[src/rtl/bhte_pkg.sv]
// Shared types and constants of the bucketed hash table engine.
package bhte_pkg;

  localparam int unsigned BUCKET_COUNT     = 256;
  localparam int unsigned SLOTS_PER_BUCKET = 4;

  localparam int unsigned KEY_W   = 64;
  localparam int unsigned VALUE_W = 64;
  localparam int unsigned OP_W    = 2;
  localparam int unsigned STATUS_W = 2;

  localparam int unsigned BKT_IDX_W = (BUCKET_COUNT > 1) ? $clog2(BUCKET_COUNT) : 1;
  localparam int unsigned SLOT_IDX_W =
      (SLOTS_PER_BUCKET > 1) ? $clog2(SLOTS_PER_BUCKET) : 1;

  localparam logic [BKT_IDX_W-1:0] BKT_MASK = BKT_IDX_W'(BUCKET_COUNT - 1);

  typedef enum logic [OP_W-1:0] {
    OP_LOOKUP = 2'd0,
    OP_INSERT = 2'd1,
    OP_REMOVE = 2'd2
  } op_e;

  typedef enum logic [STATUS_W-1:0] {
    ST_OK      = 2'd0,
    ST_ABSENT  = 2'd1,
    ST_PRESENT = 2'd2,
    ST_FULL    = 2'd3
  } status_e;

  // One bucket as one memory word: valid marks, keys and values of all slots.
  typedef struct packed {
    logic [SLOTS_PER_BUCKET-1:0]              valid;
    logic [SLOTS_PER_BUCKET-1:0][KEY_W-1:0]   key;
    logic [SLOTS_PER_BUCKET-1:0][VALUE_W-1:0] value;
  } bkt_row_t;

  // Outcome of one operation on a bucket.
  typedef struct packed {
    logic               wr;
    logic [VALUE_W-1:0] value;
    status_e            status;
  } bkt_res_t;

endpackage

[src/rtl/bhte_slot_match.sv]
// Slot compare and update logic for one bucket row of the hash table engine.
module bhte_slot_match (
  input  bhte_pkg::bkt_row_t                row_i,
  input  logic [bhte_pkg::OP_W-1:0]         op_i,
  input  logic [bhte_pkg::KEY_W-1:0]        key_i,
  input  logic [bhte_pkg::VALUE_W-1:0]      value_in_i,
  output bhte_pkg::bkt_row_t                row_o,
  output bhte_pkg::bkt_res_t                res_o
);

  logic [bhte_pkg::SLOTS_PER_BUCKET-1:0] hit;
  logic                                  any_hit;
  logic                                  any_free;
  logic [bhte_pkg::SLOT_IDX_W-1:0]       hit_idx;
  logic [bhte_pkg::SLOT_IDX_W-1:0]       free_idx;

  // Lowest matching slot and lowest free slot.
  always_comb begin
    any_hit  = 1'b0;
    any_free = 1'b0;
    hit_idx  = '0;
    free_idx = '0;
    for (int i = 0; i < bhte_pkg::SLOTS_PER_BUCKET; i++) begin
      hit[i] = row_i.valid[i] && (row_i.key[i] == key_i);
    end
    for (int i = bhte_pkg::SLOTS_PER_BUCKET - 1; i >= 0; i--) begin
      if (hit[i]) begin
        any_hit = 1'b1;
        hit_idx = bhte_pkg::SLOT_IDX_W'(i);
      end
      if (!row_i.valid[i]) begin
        any_free = 1'b1;
        free_idx = bhte_pkg::SLOT_IDX_W'(i);
      end
    end
  end

  always_comb begin
    row_o        = row_i;
    res_o.wr     = 1'b0;
    res_o.value  = '0;
    res_o.status = bhte_pkg::ST_ABSENT;
    case (op_i)
      bhte_pkg::OP_LOOKUP: begin
        if (any_hit) begin
          res_o.value  = row_i.value[hit_idx];
          res_o.status = bhte_pkg::ST_OK;
        end
      end
      bhte_pkg::OP_INSERT: begin
        if (any_hit) begin
          res_o.status = bhte_pkg::ST_PRESENT;
        end else if (!any_free) begin
          res_o.status = bhte_pkg::ST_FULL;
        end else begin
          row_o.key[free_idx]   = key_i;
          row_o.value[free_idx] = value_in_i;
          row_o.valid[free_idx] = 1'b1;
          res_o.wr              = 1'b1;
          res_o.status          = bhte_pkg::ST_OK;
        end
      end
      bhte_pkg::OP_REMOVE: begin
        if (any_hit) begin
          row_o.valid[hit_idx] = 1'b0;
          res_o.value          = row_i.value[hit_idx];
          res_o.wr             = 1'b1;
          res_o.status         = bhte_pkg::ST_OK;
        end
      end
      default: begin
        res_o.status = bhte_pkg::ST_ABSENT;
      end
    endcase
  end

endmodule

[config.mk]
export PLATFORM = sky130hd
export DESIGN_NAME = bhte_slot_match
export DESIGN_NICKNAME = d
export VERILOG_FILES = /design/src/rtl/bhte_pkg.sv /design/src/rtl/bhte_slot_match.sv
export SDC_FILE = /design/constraint.sdc
export NUM_CORES = 1
export LEC_CHECK = 0
export BUFFER_PORTS_ARGS = -buffer_cell sky130_fd_sc_hd__buf_2
export CAP_MARGIN = 40
export CORE_AREA = 2 2 477 479
export DETAILED_ROUTE_END_ITERATION = 16
export DIE_AREA = 0 0 479 481
export GPL_ROUTABILITY_DRIVEN = 0
export PLACE_DENSITY = 0.3
export SYNTH_ARGS = -nofsm -noshare
export SYNTH_HDL_FRONTEND = slang
export SYNTH_SLANG_ARGS = --single-unit
[constraint.sdc]
create_clock -name vclk -period 5.4
set_input_delay 1.08 -clock vclk [all_inputs]
set_output_delay 1.08 -clock vclk [all_outputs]
set_load 0.1 [all_outputs]
==> run metrics, run 1 <==
synthesized instance count=about 1500; failing checks=negative setup slack; WHS Endpoint=res_o[18]; share of cells above drive strength 1=0.719; Synth cell types=56; drt first pass iters=9; final worst slack=-0.125 ns; syn nets=around 2100; register area=0 um2; Placed Cells=6017; Top Ports=approximately 1200; Die Ht=481 um; hold path cells=4; pin slew with the least headroom to its limit=0.651 ns; RSZ-0062 raised after global routing=yes; largest net degree at the start of global routing=43; hold crit path type=primary input to output port; slew margin rel.=0.563; CP Data Required Time=~4.3 ns; CP max FO=7; Finish-stage setup viols=roughly 110; Static Leakage=between 15 and 20 nW; Seq cells=0; DRT antenna net count=0; status=finished, violations left; max frequency=between 150 and 200 MHz; via count=roughly 22000; core area=around 230000 um2; period utilization=1.02; DR WL/cell=approximately 40 um; Final Hold Vio Count=0; Max IR drop VDD=a little under 0.08 mV; synthesized area=12600 um2; Final #Nets=around 3700; Die Span X=between 400 and 500 um; Crit. End Element=output port; Seq/Total Area, Yosys=0; row cnt=about 180; minimum clock period=roughly 5.5 ns; gr ovfl total=0; Slew Limit Fails=0; Fill cells=25300; WL final=247000 um; PortBufs=1229; Power Density=about 140 nW/um2; drt via density=between 3 and 4; initial antenna violation count=about 190; WS Path Type=primary input to output port; area grow syn2layout=201%; GRT Util Overall=0.197; dpl hpwl=219000 um; crit path DAT=approximately 4.4 ns; total power=roughly 5.3 mW; Remaining DRCs=0; number of global-route vias before repair=roughly 21000; first-pass GRT wire length=287000 um; CLK BUF=0; yosys synthesis warning count=0; CP Launch Type=primary input; DRT iter0 DRCs=between 2000 and 2500; Avg Synthesized Cell Area=8.42 um2; Max Cap Viol=0; Die ar.=230000 um2; Min-Delay Startpoint=row_i[16]; worst slack at placement=-0.860 ns; Initial Util=0.0557; Finished Layout Cells=6145
cell usage after synthesis (all sizes together), types with 2 or more instances:
cell type    n  share of area
a2111oi      5         0.0035
a211oi       3         0.0018
a21boi       2         0.0012
a21oi       70          0.028
a222oi      65          0.052
a22o         2         0.0014
and2        64          0.032
and3         3         0.0015
and4         5         0.0035
buf        128          0.078
clkbuf      33         0.0099
ha           4         0.0040
inv         22         0.0066
mux2       506           0.45
mux2i        6         0.0048
nand2       98          0.029
nand2b       9         0.0045
nand3       14         0.0056
nand3b       2         0.0012
nand4       40          0.020
nand4b       7         0.0049
nor2        21         0.0063
nor2b       15         0.0075
nor3        15         0.0060
nor3b        3         0.0022
nor4        52          0.026
nor4b        8         0.0056
nor4bb       2         0.0016
o2111ai      5         0.0035
o21ai        4         0.0016
o21bai       2         0.0012
o22ai        2         0.0010
or2          4         0.0020
or3          3         0.0015
or3b         5         0.0035
or4         10         0.0060
or4b         3         0.0027
xnor2      117          0.082
xor2       124          0.086
layout by cell type (no fill, tap or decap), drive strengths merged, types with 6 or more instances in the layout:
cell type  instances
xnor2            117
mux2             506
and2              64
a222oi            65
buf             1723
nand4             40
nand4b             7
nand2             98
nor3              15
xor2             124
inv               22
nor2              21
nand2b             9
nor2b             15
clkbuf            23
mux2i              6
nand3             14
or4               10
nor4              52
a21oi             70
nor4b              8
diode             56
metal layers:
| metal | wire [um] | up-vias | global-route usage |
|---|---|---|---|
| met2 | 104000 | 1858 | 0.301 |
| met1 | 103000 | 11000 | 0.255 |
| li1 | - | 8832 | - |
| met3 | 31100 | 364 | 0.0874 |
| met4 | 7930 | 56 | 0.0401 |
| met5 | 402 | - | 0 |
timing repair:
item / 4_1_cts / 5_1_grt
gates resized for setup: 491 / 270
pin swaps: 58 / 106
setup buffers: 35 / 29
hold endpoints to repair: 0 / 0
gates cloned: 8 / 26
hold buffers: 0 / 0
endpoints found under the setup margin: 583 / 500
power by group:
group | switching [mW] | leakage [nW] | internal [mW]
Clock | 0 | 0.000355 | 0.00000101
Combinational | 3.52 | 15.8 | 1.78
Sequential | 0 | 0 | 0
cell families (layout without fill, tap and decap cells):
| family | Yosys count | after routing | synth area share |
|---|---|---|---|
| multiplexers | 512 | 512 | 0.458 |
| buffers and inverters | 183 | 1770 | 0.0943 |
| AND/OR/NAND/NOR | 387 | 387 | 0.177 |
| XOR/XNOR | 241 | 241 | 0.168 |
| adder cells (fa/ha/maj) | 4 | 4 | 0.00398 |
| AO/OA/AOI/OAI | 166 | 166 | 0.0986 |
| other | 0 | 56 | 0 |
per-stage QoR:
step	utilization	hold WS [ns]	TNS [ns]	cell area [um2]
final	0.168	2.56	-3.53	37900
after global routing	0.167	2.58	-16.46	37800
after CTS	0.161	2.57	-0.748	36300
after detailed placement	0.152	2.58	-304.48	34200
after global placement	0.151	2.57	-318.37	34200
after floorplan	-	2.51	-28.27	12600
final cells by class:
| type | instances | area, um2 | area share |
|---|---|---|---|
| antenna | 56 | 140 | 0.00370 |
| multi-input combinational | 1310 | 13100 | 0.346 |
| timing repair buffer | 1748 | 20800 | 0.548 |
| tap | 3009 | 3760 | 0.0994 |
| inverter | 22 | 85.1 | 0.00225 |
worst max-delay path by stage:
stage	from	to	slack, ns	cells past startpoint
after floorplan	key_i[60]	res_o[10]	-0.45	11
after global placement	key_i[5]	res_o[4]	-0.96	16
after detailed placement	key_i[5]	res_o[9]	-0.86	15
after CTS	key_i[48]	row_o[117]	-0.05	15
after global routing	key_i[30]	res_o[7]	-0.23	19
final	row_i[307]	res_o[9]	-0.12	18
critical path: stages:
cell	delay, ns
buf_2	0.14
xnor2_2	0.17
buf_6	0.19
nand2_4	0.07
a2111oi_4	0.39
buf_4	0.17
nand4_1	0.14
nor4_4	0.47
buf_6	0.19
buf_12	0.10
nor4_4	0.04
buf_12	0.16
buf_12	0.15
buf_8	0.13
buf_12	0.12
a222oi_1	0.33
a21oi_1	0.16
clkbuf_16	0.22
No activity file was read; power rests on OpenSTA's default activity.
==> inputs of run 2 (changes only) <==
--- a/config.mk
+++ b/config.mk
@@ -12,6 +12,7 @@
 export DIE_AREA = 0 0 479 481
 export GPL_ROUTABILITY_DRIVEN = 0
 export PLACE_DENSITY = 0.3
+export REMOVE_ABC_BUFFERS = 1
 export SYNTH_ARGS = -nofsm -noshare
 export SYNTH_HDL_FRONTEND = slang
 export SYNTH_SLANG_ARGS = --single-unit
==> constraint.sdc (replaced) <==
create_clock -name vclk -period 6.3
set_input_delay 1.26 -clock vclk [all_inputs]
set_output_delay 1.26 -clock vclk [all_outputs]
set_load 0.1 [all_outputs]
==> run 2 against run 1 <==
  * Global-route usage fell by 0.89 points
  * Core utilization fell by 2.0 points
  * Worst hold slack improved by 0.37 ns
  * The run still ends with negative setup slack left
  * Design area fell by 12%
  * Wire length fell by 7.8%
  * Flip-flop and latch count did not move
  * Non-clock buffer count fell by 237
==> run metrics, run 2 (synthesis gave the netlist of run 1 again) <==
row cnt=175 (unchanged); most common cell after layout, fill and taps aside=buf_2 (was buf_12); CP max FO=6 (was 7); hold path cells=4 (unchanged); Slew Limit Fails=0 (unchanged); crit-path cells=buf_2 -> buf_4 -> xnor2_2 -> nand4_1 -> nor4_1 -> nand4_1 -> nor4_2 -> buf_6 -> buf_4 -> nor2_4 -> buf_12 -> buf_4 -> a222oi_1 -> a21oi_1 -> bufbuf_16 (was buf_2 -> xnor2_2 -> buf_6 -> nand2_4 -> a2111oi_4 -> buf_4 -> nand4_1 -> nor4_4 -> buf_6 -> buf_12 -> nor4_4 -> buf_12 -> buf_12 -> buf_8 -> buf_12 -> a222oi_1 -> a21oi_1 -> clkbuf_16); share of cells above drive strength 1=0.573 (was 0.719); period utilization=1.00; drt first pass iters=5 (was 9); Fill cells=25600 (was 25300); Crit. End Element=output port (unchanged); CP Data Required Time=5.04 ns (was 4.32 ns); core area=226000 um2 (unchanged); Die Span X=479 um (unchanged); WHS Endpoint=res_o[3] (was res_o[18]); Top Ports=1229 (unchanged); first-pass GRT wire length=274000 um (was 287000 um); CLK BUF=0 (unchanged); number of global-route vias before repair=20700 (was 21400); RSZ-0062 raised after global routing=yes (unchanged); crit path DAT=5.07 ns (was 4.44 ns); Final Hold Vio Count=0 (unchanged); area grow syn2layout=166% (was 201%); Power Density=124 nW/um2 (was 140 nW/um2); via count=19900 (was 22100); Worst path slowest cell=a222oi_1 (was nor4_4); GRT Util Overall=0.189 (was 0.197); Crit path largest cell delay=0.59 ns (was 0.47 ns); Top cell by count, worst path=buf_4 (was buf_12); WL final=228000 um (was 247000 um); Remaining DRCs=0 (unchanged); largest net degree at the start of global routing=38 (was 43); failing checks=negative setup slack (unchanged); Max IR drop VDD=0.0479 mV (was 0.0784 mV); max frequency=roughly 160 MHz; DRT iter0 DRCs=1468 (was 2214); CP Launch Type=primary input (unchanged); Finish-stage setup viols=2 (was 114); Min-Delay Startpoint=row_i[1] (was row_i[16]); Die ar.=230000 um2 (unchanged); Multi-input gate area=11900 um2 (was 13100 um2); slew margin rel.=0.401 (was 0.563); commonest non-fill, non-tap cells in the layout=buf_2, buf_12, mux2_1, buf_4, xor2_1 (was buf_12, buf_2, buf_4, mux2_1, mux2_2); Fin Hold WS=2.93 ns (was 2.56 ns); pin slew with the least headroom to its limit=0.896 ns (was 0.651 ns); hold crit path type=primary input to output port (unchanged); minimum clock period=around 6.3 ns; Die Ht=481 um (unchanged); Final #Nets=3495 (was 3732); Static Leakage=13.7 nW (was 15.8 nW); Worst Path Buf+Inv=7 (was 10); initial antenna violation count=159 (was 186); dpl hpwl=210000 um (was 219000 um); PortBufs=1229 (unchanged); WS Path Type=primary input to output port (unchanged); delay-heaviest family, CP=buffers and inverters (unchanged); DRT antenna net count=0 (unchanged); gr ovfl total=0 (unchanged); final worst slack=-0.0292 ns (was -0.125 ns); Initial Util=0.0557 (unchanged); DR WL/cell=38.8 um (was 40.2 um); register area=0 um2 (unchanged); drt via density=3.39 (was 3.60); Max Cap Viol=0 (unchanged); post-layout util=0.148 (was 0.168); status=finished, violations left (unchanged); Seq cells=0 (unchanged)
-- run 2: changes by cell type in the layout (fill, tap and decap cells not counted), sizes merged --
cell and delta:
clkbuf -21, diode -26, buf -218, bufbuf +1, clkdlybuf4s18 +1
-- run 2: per-stage QoR --
step | setup TNS, ns | power, mW | area, um2 | setup slack [ns] | instances
finish | -0.0305 | 4.15 | 33400 | -0.0292 | 5882
global route | -0.0299 | 4.26 | 33300 | -0.0290 | 5870
CTS | 0 | 4.20 | 33200 | 0.00425 | 5851
detailed placement | -99.36 | 4.15 | 32600 | -0.648 | 5835
global placement | -654.01 | 4.16 | 32500 | -1.53 | 5825
floorplan | -2378.60 | 2.01 | 11500 | -6.11 | 1332
-- run 2: worst min-delay path: cells and delay by family --
kind,cells,cell delay (ns)
buf+inv,2,0.28
compound gates,1,0.09
simple gates,1,0.05
-- run 2: cell type report --
type,instances,area share
multi-input combinational,1310,0.356
tap,3009,0.113
antenna,30,0.00225
inverter,22,0.00248
timing repair buffer,1511,0.526
-- run 2: layer usage --
layer  share of wire  track usage  vias to the layer above
met2            0.50        0.346                     1398
met4           0.031       0.0410                       20
met5         0.00059            0                        -
met1            0.38        0.211                     9847
li1                -            -                     8308
met3           0.083       0.0590                      359
-- run 2: power breakdown --
| group | switching (mW) | total, mW | internal, mW |
|---|---|---|---|
| combinational | 2.84 | 4.15 | 1.31 |
| clock | 0 | 0.000000402 | 0.000000402 |
| sequential | 0 | 0 | 0 |
-- run 2: repair_timing --
item | 4_1_cts | 5_1_grt
hold buffers | 0 | 0
setup endpoints to repair | 563 | 44
gates resized for setup | 85 | 18
pin swaps | 9 | 8
setup buffers | 15 | 1
cloned | 2 | 0
-- run 2: worst max path at each step --
stage | from | endpoint | slack [ns] | depth (start not counted)
6_report | key_i[28] | res_o[34] | -0.03 | 15
5_1_grt | key_i[2] | res_o[34] | -0.03 | 15
4_1_cts | key_i[56] | row_o[425] | 0.004 | 15
3_5_place_dp | key_i[2] | row_o[356] | -0.65 | 15
3_3_place_gp | key_i[62] | row_o[356] | -1.53 | 12
2_1_floorplan | key_i[34] | row_o[391] | -6.11 | 8
==> inputs of run 3 (changes only) <==
==> constraint.sdc (replaced) <==
create_clock -name vclk -period 5.5
set_input_delay 1.1 -clock vclk [all_inputs]
set_output_delay 1.1 -clock vclk [all_outputs]
set_load 0.1 [all_outputs]
==> run 3 against run 2 <==
  * The flow still finishes with violations (negative setup slack)
  * Die area unchanged
  * Count of clock-buffer cells in the layout unchanged
  * Via count up 5.8%
  * Worst setup slack worse by 0.17 ns
  * Wire length up 4.5%
  * Combinational power up 25%
  * Total power up 25%
  * Final cell count up 4.1%
  * Non-clock buffer count up 240
  * First-iteration DRC count up 4.4%
  * Highest routed layer unchanged
==> run metrics, run 3 (synthesis gave the netlist of run 1 again) <==
max frequency=around 180 MHz; core area=226000 um2 (unchanged); Final #Nets=3735 (was 3495); number of global-route vias before repair=21900 (was 20700); CP Launch Point=key_i[56] (was key_i[28]); final worst slack=-0.194 ns (was -0.0292 ns); commonest non-fill, non-tap cells in the layout=buf_12, buf_2, buf_4, mux2_1, mux2_2 (was buf_2, buf_12, mux2_1, buf_4, xor2_1); DRT antenna net count=0 (unchanged); Placed Area=34000 um2 (was 32600 um2); Final Hold Vio Count=0 (unchanged); register area=0 um2 (unchanged); Die Span X=479 um (unchanged); worst slack at placement=-0.950 ns (was -0.648 ns); share of cells above drive strength 1=0.723 (was 0.573); Finish-stage setup viols=439 (was 2); Static Leakage=16.0 nW (was 13.7 nW); DRT iter0 DRCs=1532 (was 1468); Min-Delay Startpoint=row_i[10] (was row_i[1]); dpl hpwl=213000 um (was 210000 um); Crit. End Element=output port (unchanged); CLK BUF=0 (unchanged); gr ovfl total=0 (unchanged); Top Ports=1229 (unchanged); pin slew with the least headroom to its limit=0.668 ns (was 0.896 ns); Die Ht=481 um (unchanged); Max Cap Viol=0 (unchanged); Worst path slowest cell=nor4_4 (was a222oi_1); Post-Layout Inst Area=38300 um2 (was 33400 um2); CP max FO=7 (was 6); Worst Path Buf+Inv=11 (was 7); most common cell after layout, fill and taps aside=buf_12 (was buf_2); failing checks=negative setup slack (unchanged); first-pass GRT wire length=288000 um (was 274000 um); initial antenna violation count=151 (was 159); drt first pass iters=9 (was 5); hold crit path type=primary input to output port (unchanged); period utilization=1.04; via count=21100 (was 19900); CP Data Required Time=4.40 ns (was 5.04 ns); row cnt=175 (unchanged); status=finished, violations left (unchanged); Slew Limit Fails=0 (unchanged); WS Path Type=primary input to output port (unchanged); Max IR drop VDD=0.0608 mV (was 0.0479 mV); largest net degree at the start of global routing=33 (was 38); Fill cells=25200 (was 25600); delay-heaviest family, CP=buffers and inverters (unchanged); PortBufs=1229 (unchanged); minimum clock period=~5.7 ns; drt via density=3.44 (was 3.39); GRT Util Overall=0.198 (was 0.189); DR WL/cell=38.9 um (was 38.8 um); crit-path cells=buf_8 -> buf_8 -> xnor2_4 -> buf_4 -> nand4b_1 -> nor4_4 -> buf_6 -> nand4_1 -> nor3_4 -> buf_6 -> or4b_4 -> buf_12 -> nor2_4 -> buf_12 -> buf_16 -> buf_12 -> buf_12 -> mux2_4 -> buf_12 (was buf_2 -> buf_4 -> xnor2_2 -> nand4_1 -> nor4_1 -> nand4_1 -> nor4_2 -> buf_6 -> buf_4 -> nor2_4 -> buf_12 -> buf_4 -> a222oi_1 -> a21oi_1 -> bufbuf_16); RSZ-0062 raised after global routing=yes (unchanged); Die ar.=230000 um2 (unchanged); Initial Util=0.0557 (unchanged); Remaining DRCs=0 (unchanged); CP Launch Type=primary input (unchanged); Seq cells=0 (unchanged); area grow syn2layout=205% (was 166%); Power Density=135 nW/um2 (was 124 nW/um2); Top cell by count, worst path=buf_12 (was buf_4); WL final=238000 um (was 228000 um); crit path DAT=4.59 ns (was 5.07 ns); Crit path largest cell delay=0.37 ns (was 0.59 ns); slew margin rel.=0.553 (was 0.401)
run 3: changes by cell type in the layout (fill, tap and decap cells not counted), moves of 16 or more:
cell / previous run / this run
a21oi_1: 67 / 27
xnor2_4: 2 / 19
mux2_2: 38 / 175
buf_2: 641 / 609
mux2_1: 461 / 222
mux2_4: 7 / 109
xor2_1: 114 / 98
buf_12: 617 / 660
buf_6: 4 / 46
xnor2_1: 94 / 65
buf_16: 0 / 39
buf_4: 243 / 381
a21oi_2: 3 / 37
run 3: metal layers:
metal	wire length [um]	vias to the layer above	track usage
li1	-	8781	-
met1	89700	10400	0.221
met2	119000	1480	0.362
met3	20400	410	0.0611
met4	8310	22	0.0459
met5	371	-	0.00684
run 3: path summary, 6_finish.rpt:
check             cells past startpoint         end  slack, ns
hold / removal                        4   res_o[12]       2.60
setup / recovery                     19  row_o[395]      -0.19
run 3: cell type report:
type | count | area, um2 | area share
multi-input combinational | 1310 | 13400 | 0.349
timing repair buffer | 1751 | 21000 | 0.549
antenna | 29 | 72.6 | 0.00190
inverter | 22 | 82.6 | 0.00216
tap | 3009 | 3760 | 0.0984
run 3: metrics by stage:
stage / power (mW) / hold slack (ns) / std cells / utilization / TNS, ns
global route: 5.32 / 2.61 / 6106 / 0.169 / -69.16
CTS: 5.22 / 2.59 / 6090 / 0.168 / -13.97
floorplan: 2.30 / 2.66 / 1332 / - / -2657.16
finish: 5.17 / 2.60 / 6121 / 0.170 / -29.11
global placement: 4.94 / 2.62 / 5986 / 0.150 / -486.51
detailed placement: 4.93 / 2.61 / 5991 / 0.151 / -422.65
run 3: power breakdown:
group | switching (mW) | internal [mW] | leakage, nW
registers | 0 | 0 | 0
logic | 3.37 | 1.79 | 16.0
clock network | 0 | 0.000000571 | 0.000187
run 3: what timing repair did:
| action | in CTS | in global routing |
|---|---|---|
| hold buffers | 0 | 0 |
| cloned | 26 | 0 |
| pin swaps | 57 | 30 |
| endpoints found under the hold margin | 0 | 0 |
| buffers inserted | 79 | 4 |
| setup endpoints to repair | 583 | 540 |
| resized for setup | 679 | 93 |
